$ cat src/hw/rtl/edns_pkg.sv
// ----------------------------------------------------------------------------
// edns_pkg
// Shared types and constants of the EDNS0 OPT record parser.
// ----------------------------------------------------------------------------
package edns_pkg;

  // Record type code of an OPT pseudo record
  localparam logic [15:0] OPT_TYPE = 16'd41;
  // Top two bits of a name byte that mark a compression pointer
  localparam logic [7:0]  PTR_MASK = 8'hC0;

  // Result kinds
  localparam logic KIND_DATA = 1'b0;
  localparam logic KIND_DONE = 1'b1;

  // One input transaction
  typedef struct packed {
    logic [7:0] data_byte;
    logic       last_byte;
  } edns_in_t;

  // One result transaction
  typedef struct packed {
    logic        kind;
    logic [7:0]  payload_byte;
    logic        is_opt;
    logic [15:0] udp_payload_size;
    logic [7:0]  extended_rcode;
    logic [7:0]  edns_version;
    logic [15:0] edns_flags;
    logic [15:0] data_length;
    logic        truncated;
  } edns_out_t;

  // Up to two results produced by one input byte, in order r0 then r1
  typedef struct packed {
    logic [1:0] cnt;
    edns_out_t  r0;
    edns_out_t  r1;
  } edns_push_t;

endpackage

$ cat src/hw/rtl/edns_parse.sv
// ----------------------------------------------------------------------------
// edns_parse
// Byte-wise parser state: skips the owner name, gathers the fixed header
// fields and builds the data and done results for each accepted byte.
// ----------------------------------------------------------------------------
module edns_parse (
  input  logic                clk,
  input  logic                rst_n,
  input  logic                accept,
  input  edns_pkg::edns_in_t  in_item,
  output edns_pkg::edns_push_t push
);
  import edns_pkg::*;

  localparam logic [3:0] PH_NAME_LEN = 4'd0;
  localparam logic [3:0] PH_LABEL    = 4'd1;
  localparam logic [3:0] PH_PTR      = 4'd2;
  localparam logic [3:0] PH_TYPE     = 4'd3;
  localparam logic [3:0] PH_PSIZE    = 4'd4;
  localparam logic [3:0] PH_TTL      = 4'd5;
  localparam logic [3:0] PH_RDLEN    = 4'd6;
  localparam logic [3:0] PH_DATA     = 4'd7;
  localparam logic [3:0] PH_DRAIN    = 4'd8;

  logic [3:0]  phase_r,       phase_nxt;
  logic [7:0]  label_skip_r,  label_skip_nxt;
  logic [15:0] rec_type_r,    rec_type_nxt;
  logic [15:0] psize_r,       psize_nxt;
  logic [31:0] ttl_r,         ttl_nxt;
  logic [15:0] dlen_r,        dlen_nxt;
  logic [15:0] dleft_r,       dleft_nxt;
  logic [1:0]  fidx_r,        fidx_nxt;

  logic        done;
  logic        fld2_end;
  logic        fld4_end;
  logic        opt;
  logic        fin_opt;
  logic        fin_trunc;
  logic        fin_en;
  logic        data_en;
  logic [7:0]  b;
  edns_out_t   data_res;
  edns_out_t   fin_res;

  assign b        = in_item.data_byte;
  assign fld2_end = (fidx_r >= 2'd1);
  assign fld4_end = (fidx_r >= 2'd3);

  // Advance the parse state for one byte
  always_comb begin
    phase_nxt      = phase_r;
    label_skip_nxt = label_skip_r;
    rec_type_nxt   = rec_type_r;
    psize_nxt      = psize_r;
    ttl_nxt        = ttl_r;
    dlen_nxt       = dlen_r;
    dleft_nxt      = dleft_r;
    fidx_nxt       = fidx_r;
    done           = 1'b0;
    data_en        = 1'b0;
    case (phase_r)
      PH_NAME_LEN: begin
        if (b == 8'd0) begin
          phase_nxt = PH_TYPE;
          fidx_nxt  = 2'd0;
        end else if ((b & PTR_MASK) == PTR_MASK) begin
          phase_nxt = PH_PTR;
        end else begin
          label_skip_nxt = b;
          phase_nxt      = PH_LABEL;
        end
      end
      PH_LABEL: begin
        label_skip_nxt = label_skip_r - 8'd1;
        if (label_skip_nxt == 8'd0) phase_nxt = PH_NAME_LEN;
      end
      PH_PTR: begin
        phase_nxt = PH_TYPE;
        fidx_nxt  = 2'd0;
      end
      PH_TYPE: begin
        rec_type_nxt = {rec_type_r[7:0], b};
        fidx_nxt     = fld2_end ? 2'd0 : fidx_r + 2'd1;
        if (fld2_end) phase_nxt = PH_PSIZE;
      end
      PH_PSIZE: begin
        psize_nxt = {psize_r[7:0], b};
        fidx_nxt  = fld2_end ? 2'd0 : fidx_r + 2'd1;
        if (fld2_end) phase_nxt = PH_TTL;
      end
      PH_TTL: begin
        ttl_nxt  = {ttl_r[23:0], b};
        fidx_nxt = fld4_end ? 2'd0 : fidx_r + 2'd1;
        if (fld4_end) phase_nxt = PH_RDLEN;
      end
      PH_RDLEN: begin
        dlen_nxt = {dlen_r[7:0], b};
        fidx_nxt = fld2_end ? 2'd0 : fidx_r + 2'd1;
        if (fld2_end) begin
          dleft_nxt = dlen_nxt;
          if (dlen_nxt == 16'd0) done = 1'b1;
          else                   phase_nxt = PH_DATA;
        end
      end
      PH_DATA: begin
        data_en   = (rec_type_r == OPT_TYPE);
        dleft_nxt = dleft_r - 16'd1;
        if (dleft_nxt == 16'd0) done = 1'b1;
      end
      default: begin
      end
    endcase

    // Decide on the final result from the updated phase
    fin_en    = 1'b0;
    fin_trunc = 1'b0;
    fin_opt   = 1'b0;
    if (done) begin
      fin_en  = 1'b1;
      fin_opt = (rec_type_nxt == OPT_TYPE);
    end else if (in_item.last_byte) begin
      if (phase_nxt == PH_DATA) begin
        fin_en    = 1'b1;
        fin_trunc = 1'b1;
        fin_opt   = (rec_type_nxt == OPT_TYPE);
      end else if (phase_nxt != PH_DRAIN) begin
        fin_en    = 1'b1;
        fin_trunc = 1'b1;
      end
    end
    if (done && !in_item.last_byte) phase_nxt = PH_DRAIN;
  end

  assign opt = fin_opt;

  // Build the data byte result and the record done result
  always_comb begin
    data_res              = '0;
    data_res.kind         = KIND_DATA;
    data_res.payload_byte = b;

    fin_res           = '0;
    fin_res.kind      = KIND_DONE;
    fin_res.truncated = fin_trunc;
    if (opt) begin
      fin_res.is_opt           = 1'b1;
      fin_res.udp_payload_size = psize_nxt;
      fin_res.extended_rcode   = ttl_nxt[31:24];
      fin_res.edns_version     = ttl_nxt[23:16];
      fin_res.edns_flags       = ttl_nxt[15:0];
      fin_res.data_length      = dlen_nxt - dleft_nxt;
    end
  end

  // Pack results in delivery order
  always_comb begin
    push = '0;
    if (accept) begin
      if (data_en && fin_en) begin
        push.cnt = 2'd2;
        push.r0  = data_res;
        push.r1  = fin_res;
      end else if (data_en) begin
        push.cnt = 2'd1;
        push.r0  = data_res;
      end else if (fin_en) begin
        push.cnt = 2'd1;
        push.r0  = fin_res;
      end
    end
  end

  // Hold state between bytes; restart on the buffer's last byte
  always_ff @(posedge clk) begin
    if (!rst_n || (accept && in_item.last_byte)) begin
      phase_r      <= PH_NAME_LEN;
      label_skip_r <= '0;
      rec_type_r   <= '0;
      psize_r      <= '0;
      ttl_r        <= '0;
      dlen_r       <= '0;
      dleft_r      <= '0;
      fidx_r       <= '0;
    end else if (accept) begin
      phase_r      <= phase_nxt;
      label_skip_r <= label_skip_nxt;
      rec_type_r   <= rec_type_nxt;
      psize_r      <= psize_nxt;
      ttl_r        <= ttl_nxt;
      dlen_r       <= dlen_nxt;
      dleft_r      <= dleft_nxt;
      fidx_r       <= fidx_nxt;
    end
  end

`ifndef SYNTHESIS
  a_two_in_order: assert property (@(posedge clk) disable iff (!rst_n)
    (push.cnt == 2'd2) |-> (push.r0.kind == KIND_DATA && push.r1.kind == KIND_DONE))
    else $error("two results not ordered data then done");

  a_last_restarts: assert property (@(posedge clk) disable iff (!rst_n)
    (accept && in_item.last_byte) |=> (phase_r == PH_NAME_LEN && fidx_r == 2'd0))
    else $error("parser did not restart after last byte");

  a_no_spurious: assert property (@(posedge clk) disable iff (!rst_n)
    (push.cnt != 2'd0) |-> accept)
    else $error("result produced without an input transaction");
`endif

endmodule

$ cat src/hw/rtl/edns_outq.sv
// ----------------------------------------------------------------------------
// edns_outq
// Three-entry result queue; takes up to two results per cycle while room is
// high and delivers one per output transaction.
// ----------------------------------------------------------------------------
module edns_outq (
  input  logic                 clk,
  input  logic                 rst_n,
  input  edns_pkg::edns_push_t push,
  output logic                 room,
  output logic                 out_valid,
  input  logic                 out_stall,
  output edns_pkg::edns_out_t  out_data
);
  import edns_pkg::*;

  edns_out_t  mem_r [3];
  logic [1:0] count_r, count_nxt;
  logic [1:0] wr_ptr_r, wr_ptr_nxt;
  logic [1:0] rd_ptr_r, rd_ptr_nxt;
  logic [1:0] wr_ptr_p1;
  logic       pop;

  function automatic logic [1:0] inc3(input logic [1:0] p);
    inc3 = (p == 2'd2) ? 2'd0 : p + 2'd1;
  endfunction

  assign out_valid = (count_r != 2'd0);
  assign out_data  = mem_r[rd_ptr_r];
  assign pop       = out_valid && !out_stall;
  // Take an item only while two slots are guaranteed free
  assign room      = (count_r <= 2'd1);
  assign wr_ptr_p1 = inc3(wr_ptr_r);

  // Advance pointers and occupancy
  always_comb begin
    count_nxt  = count_r + push.cnt - {1'b0, pop};
    rd_ptr_nxt = pop ? inc3(rd_ptr_r) : rd_ptr_r;
    case (push.cnt)
      2'd1:    wr_ptr_nxt = wr_ptr_p1;
      2'd2:    wr_ptr_nxt = inc3(wr_ptr_p1);
      default: wr_ptr_nxt = wr_ptr_r;
    endcase
  end

  always_ff @(posedge clk) begin
    if (!rst_n) begin
      count_r  <= '0;
      wr_ptr_r <= '0;
      rd_ptr_r <= '0;
    end else begin
      count_r  <= count_nxt;
      wr_ptr_r <= wr_ptr_nxt;
      rd_ptr_r <= rd_ptr_nxt;
    end
  end

  // Write the entries
  always_ff @(posedge clk) begin
    if (push.cnt != 2'd0) mem_r[wr_ptr_r]  <= push.r0;
    if (push.cnt == 2'd2) mem_r[wr_ptr_p1] <= push.r1;
  end

`ifndef SYNTHESIS
  a_no_overflow: assert property (@(posedge clk) disable iff (!rst_n)
    (push.cnt != 2'd0) |-> (count_r <= 2'd1))
    else $error("result queue overflow");

  a_count_track: assert property (@(posedge clk) disable iff (!rst_n)
    rst_n |=> (count_r == 2'($past(count_r) + $past(push.cnt) - {1'b0, $past(pop)})))
    else $error("result queue count mismatch");

  a_ptr_gap: assert property (@(posedge clk) disable iff (!rst_n)
    (count_r == 2'd0) |-> (wr_ptr_r == rd_ptr_r))
    else $error("empty queue with pointers apart");
`endif

endmodule

$ cat src/hw/rtl/edns_opt_record_parser_core.sv
// ----------------------------------------------------------------------------
// edns_opt_record_parser_core
// EDNS0 OPT resource record parser, one record byte per input transaction.
// ----------------------------------------------------------------------------
// The block takes one byte per cycle while in_stall is low. Each accepted
// byte updates the registered parse state; its results (none, one, or two)
// enter a three-entry output queue. Most bytes yield at most one result, so
// the sustained rate is one byte per cycle while out_stall is low; the final
// data byte of an OPT record yields both a data result and a done result.
// in_stall rises while the queue holds two or more results, so a byte is
// accepted only when both of its possible results fit.
module edns_opt_record_parser_core (
  input  logic                clk,
  input  logic                rst_n,
  input  logic                in_valid,
  output logic                in_stall,
  input  edns_pkg::edns_in_t  in_data,
  output logic                out_valid,
  input  logic                out_stall,
  output edns_pkg::edns_out_t out_data
);
  import edns_pkg::*;

  edns_push_t push;
  logic       room;
  logic       accept;

  // Accept an input transaction when the queue has room for two results
  assign in_stall = !room;
  assign accept   = in_valid && room;

  edns_parse u_parse (
    .clk     (clk),
    .rst_n   (rst_n),
    .accept  (accept),
    .in_item (in_data),
    .push    (push)
  );

  edns_outq u_outq (
    .clk       (clk),
    .rst_n     (rst_n),
    .push      (push),
    .room      (room),
    .out_valid (out_valid),
    .out_stall (out_stall),
    .out_data  (out_data)
  );

endmodule
$ cat config.mk
export PLATFORM = sky130hd
export DESIGN_NAME = edns_opt_record_parser_core
export DESIGN_NICKNAME = d
export VERILOG_FILES = /design/src/hw/rtl/edns_pkg.sv /design/src/hw/rtl/edns_parse.sv /design/src/hw/rtl/edns_outq.sv /design/src/hw/rtl/edns_opt_record_parser_core.sv
export SDC_FILE = /design/constraint.sdc
export NUM_CORES = 1
export LEC_CHECK = 0
export ABC_AREA = 1
export BUFFER_PORTS_ARGS = -buffer_cell sky130_fd_sc_hd__buf_2
export CAP_MARGIN = 10
export CORE_MARGIN = 2
export CORE_UTILIZATION = 30
export DETAILED_ROUTE_END_ITERATION = 8
export GPL_ROUTABILITY_DRIVEN = 0
export GPL_TIMING_DRIVEN = 1
export PLACE_DENSITY = 0.55
export SLEW_MARGIN = 25
export SYNTH_ARGS = -nofsm -noshare
export SYNTH_HDL_FRONTEND = slang
export SYNTH_SLANG_ARGS = --single-unit
$ cat constraint.sdc
create_clock -name clk -period 15.7 [get_ports clk]
set_input_delay 2.355 -clock clk [delete_from_list [all_inputs] [get_ports clk]]
set_output_delay 2.355 -clock clk [all_outputs]
set_load 0.02 [all_outputs]
======== After elaboration in Yosys (flattened, before gate mapping) ========
Memories as Yosys holds them, arrays and structs flattened. A register that Yosys moved wholly into a read port is not among the register bits.
Index checks and enable logic that the tools add are counted.
word-level totals
  register bits ........................... 116
  RAM bits ................................ 225
  word-level logic and storage cells ...... 119
  memories kept ........................... 1
operators by class
  add/sub/neg operators ................... 9
  order comparisons ....................... 3
  eq/ne operators ......................... 20
  muxes and demuxes ....................... 52
  reductions and logical operators ........ 23
memory list
  memory        words  width  read ports  clocked after Yosys merged registers in  wr ports  RTL line         source
  u_outq.mem_r  3      75     1           1                                        2         edns_outq.sv:17  edns_out_t mem_r [3];
operators by type and width
  kind                                                                    count
  77-bit 2-to-1 mux                                                       2
  152-bit 2-to-1 mux                                                      1
  76-bit 2-to-1 mux                                                       1
  75-bit 2-to-1 mux                                                       1
  65-bit 2-to-1 mux                                                       1
  16-bit 2-to-1 mux                                                       4
  16-bit by 6-bit equality test with 1-bit output, second input constant  2
  16-bit zero test                                                        2
  32-bit 2-to-1 mux                                                       1
  4-bit 2-to-1 mux                                                        8
  16-bit case mux with 2 select lines                                     1
  4-bit case mux with 7 select lines                                      1
  4-bit by 3-bit equality test with 1-bit output, second input constant   5
  2-bit 2-to-1 mux                                                        9
  8-bit zero test                                                         2
  1-bit 2-to-1 mux                                                        16
  8-bit 2-to-1 mux                                                        2
  8-bit case mux with 2 select lines                                      1
  16-bit by 1-bit subtractor with 16-bit output, second input constant    1
  16-bit subtractor                                                       1
  2-bit equality test, second input constant                              5
  2-bit by 1-bit adder with 2-bit output, second input constant           4
  4-bit by 2-bit equality test with 1-bit output, second input constant   2
  2-bit case mux with 4 select lines                                      1
  22 further kinds                                                        33

======== Depth between registers and ports, before layout ========
  depth in word-level cells ............... 16
  gate-level depth with buffers ........... 26

======== By module ========
From an unflattened synthesis, not the netlist that was laid out.
unflattened totals
  cell total of the unflattened synthesis .. 2577
  area total of the unflattened synthesis .. 20060.5 um^2
modules (own cells, without submodules)
  module                       instances  cells each  area an instance (um^2)
  edns_outq                    1          1195        11459.7
  edns_parse                   1          1379        8589.5
  edns_opt_record_parser_core  1          3           11.3

======== Worst setup path after synthesis ========
Ideal clock, no wire load.
  path type ............................... input port to flip-flop
  start ................................... input in_data[2] (netlist name)
  end ..................................... memory u_outq.mem_r[2][0] (netlist name), enable pin
  library setup time ...................... 433 ps
  data arrival time ....................... 6289 ps
  slack ................................... 8978 ps
  stages .................................. 18
  path through ............................ inv_1 nand4_1 nor2_1 nand2_1 nand3_1 nand2_1 nor2_1 nand2_1 o21ai_0 a31oi_1 or2_2 ha_1 or2_2 ha_1 nor3_1 inv_1 clkbuf_1 nand2_1
RTL lines
  what                RTL line                           source
  start: declaration  edns_opt_record_parser_core.sv:17  input edns_pkg::edns_in_t in_data,
  end: declaration    edns_outq.sv:17

==> metrics.yaml <==
outcome:
  outcome: "finished, final reports clean"
setup_path:
  cp-start-kind: "input port"
  reg2reg_depth: 16
  crit_top_cell: "nand2_1"
  path_class: "input port to flop"
  r2r_start: "u_parse.fidx_r[0]"
  cp_cell_sequence: "buf_2, inv_1, nand4_1, nor2_1, nand2_1, nand3_1, nand2_1, nor2_1, nand2_1, o21ai_0, a31oi_1, or2_2, ha_1, or2_2, ha_1, nand3b_1, nand2_4, buf_4"
  startpoint: "in_data[4]"
  arrival_ns: 6.53
  end_kind: "flop"
  critical_path_required_ns: 15.85
  cp_max_fo: 55
  critPathSlowestCell: "buf_4"
  critPathMaxStageDelay_ns: 0.72
detailed_routing:
  wl_met2_um: 24500
  wire_per_inst_um: 17.8
  ant_nets: 0
  drc: 0
  top_layer: "met5"
  drtIter0Drc: 1141
  via_per_inst: 5.08
  routedLengthMet1_um: 22100
  drt-pass1-iter-count: 7
  route.met3.wl_um: 2710
  wirelength_um: 50600
  vias: 14500
sta:
  finalSetupTns_ns: 0
  worstMarginPinSlew_ns: 0.977
  drv_slew: 0
  max_freq_mhz: 157
  rsz0062_at_grt: "false"
  setup_viol: 0
  maxSlewHeadroom_pct: 34.9
  min_period_ns: 6.38
  fin_crit_sh_pct: 40.6
  setup_slack_ns: 9.32
  finClkSkew_ns: 0.0216
  finalHoldViolCount: 0
pwr:
  clkPwrFrac_pct: 28.2
  finalPower_mw: 3.06
  p_leak_nw: 7.91
  intPower_mw: 1.88
  power_density_nw_per_um2: 158
  comb_power_share_pct: 34.7
  p_sw_share_pct: 38.7
  p_sw_mw: 1.18
  vdd_drop_max_uv: 62.1
  seqPwrFrac_pct: 37.1
synth:
  yosysSeqAreaShare_pct: 51.6
  yosysUniqueCellTypes: 44
  ys_ff_latch: 343
  yosysWarnings: 0
  async_flop_share_pct: 0
  synth_area_um2: 17200
  ys.flop_type: "edfxtp_1"
  synth-edff-count: 201
  syn_area_per_cell_um2: 8.37
  synth_nets: 2097
  synthesis.instances: 2056
place:
  place_ws_ns: 8.84
  placed_area_um2: 18100
  dpl.hpwl_um: 30800
  numPortBuffers: 89
grt:
  grt_pass1_wl_um: 79600
  groute.usage.overall_pct: 16.7
  first_global_vias: 14100
  grt-ovfl-total: 0
  grt_antenna_before_repair: 3
  grt_max_degree: 85
cells_and_area:
  diodes: 0
  filler_cell_count: 5870
  drive_gt1_share_pct: 9.45
  multiInputGateArea_um2: 6720
  nets: 2108
  area_growth_pct: 12.4
  seq_area_um2: 8880
  fin_area_um2: 19300
floorplanning:
  num_rows: 87
  die_y_um: 243
  start_util_pct: 30.4
  core_area_um2: 56500
  dieArea_um2: 59300
  ios: 90
  die_w_um: 243
hold_path:
  hold_start: "u_outq.mem_r[2][72]"
  holdPathStages: 2
  hp-class: "flop to flop"
clock_tree:
  cts_buffer_depth: 3
  clk_pin_slew_ns: 0.06
  ctsResizeCount: 0
  cts_max_level: 2
  clock_sinks: 343
  cts_tree: "yes"
  numCtsBuffers: 37
  hold_buffers: 0
  clk_latency_ns: 0.53
  cts_setup_buffers: 0
  cts_root_buf: "clkbuf_16"
job:
  max_cap_viol_count: 0
-- synth_stat cells, drive strengths merged, types with 2 or more instances --
master    n  area [um^2]
a21oi   424         2140
nand2   298         1130
inv     263          987
edfxtp  201         6040
nor2    182          698
dfxtp   142         2840
o21ai   139          699
clkbuf   84          315
o211ai   71          533
buf      52          354
nand3    43          215
ha       27          338
nand4    21          131
o22ai    20          125
xor2     19          166
nor3     17         85.1
xnor2     8         70.1
a31oi     7         43.8
o21bai    7         52.6
a211oi    6         45.0
a221oi    5         43.8
or2       5         31.3
nor4      4         25.0
nand3b    2         15.0
-- state kept, by name, summed over array words and instances, names as in the netlist, named ones only --
name and count:
u_parse.label_skip_r 8, u_parse.psize_r 16, u_parse.dleft_r 16, u_outq.count_r 2, u_parse.ttl_r 32, u_parse.dlen_r 16, u_outq.wr_ptr_r 2, u_parse.fidx_r 2
u_parse.rec_type_r 16, u_outq.mem_r 225, u_outq.rd_ptr_r 2, u_parse.phase_r 4
-- worst max-delay path: cells and delay by family --
kind                       cells  cell delay (ns)
and+or+nand+nor               11             2.24
buffers and inverters          3             1.06
adders and majority gates      2             0.52
AOI/OAI and AO/OA              2             0.24
-- through the flow --
step           std cells  hold slack [ns]  utilization [%]
2_1_floorplan       2056            0.450                -
3_3_place_gp        2783            0.463             32.1
3_5_place_dp        2784            0.471             32.1
4_1_cts             2852            0.479             34.2
5_1_grt             2852            0.502             34.2
6_report            2852            0.479             34.2
-- worst paths after layout --
kind / end / slack [ns]
setup / recovery: u_outq.mem_r[1][44] / 9.32
hold / removal: u_outq.mem_r[2][72] / 0.48
setup reg to reg: u_outq.mem_r[1][44] / 10.28
hold reg to reg: u_outq.mem_r[2][72] / 0.48
-- cell families (layout without fill, tap and decap cells) --
| logic type | Yosys count | count (layout) | synth area share [%] |
|---|---|---|---|
| adders and majority gates | 28 | 28 | 2.08 |
| xor gates and xnor gates | 27 | 27 | 1.37 |
| AOI/OAI and AO/OA | 686 | 686 | 21.7 |
| buffers and inverters | 400 | 440 | 9.65 |
| DFF | 343 | 343 | 51.6 |
| and+or+nand+nor | 572 | 572 | 13.5 |
-- routing by layer --
layer | vias to the layer above | track usage [%]
li1 | 7035 | -
met1 | 6954 | 21.6
met2 | 397 | 28.7
met3 | 93 | 2.64
met4 | 6 | 5.00
met5 | - | 0
-- power by group through the flow --
stage          Sequential [mW]  Combinational (mW)  Clock (mW)
3_3_place_gp              1.15                1.06           0
2_1_floorplan             1.12               0.757           0
4_1_cts                   1.14                1.07       0.876
3_5_place_dp              1.15                1.07           0
6_report                  1.14                1.06       0.863
5_1_grt                   1.15                1.19       0.911
-- cells in the final DEF (no fill, tap or decap), drive strengths merged, types with 6 or more instances in the layout --
cell,n
clkinv,13
clkbuf,54
a21oi,424
ha,27
edfxtp,201
nor3,17
nand2,298
xor2,19
o21bai,7
xnor2,8
o21ai,139
dfxtp,142
o211ai,71
a211oi,6
buf,108
nand3,43
o22ai,20
a31oi,7
nand4,21
nor2,182
inv,264
-- final cells by class --
| type | count | area share, % |
|---|---|---|
| timing repair buffer | 108 | 3.14 |
| clock buffer | 54 | 5.65 |
| inverter | 264 | 5.14 |
| clock inverter | 14 | 0.498 |
| multi-input combinational | 1313 | 34.7 |
| sequential | 343 | 45.9 |
| tap | 756 | 4.89 |
Note: power is estimated with default switching activity, not from simulation.
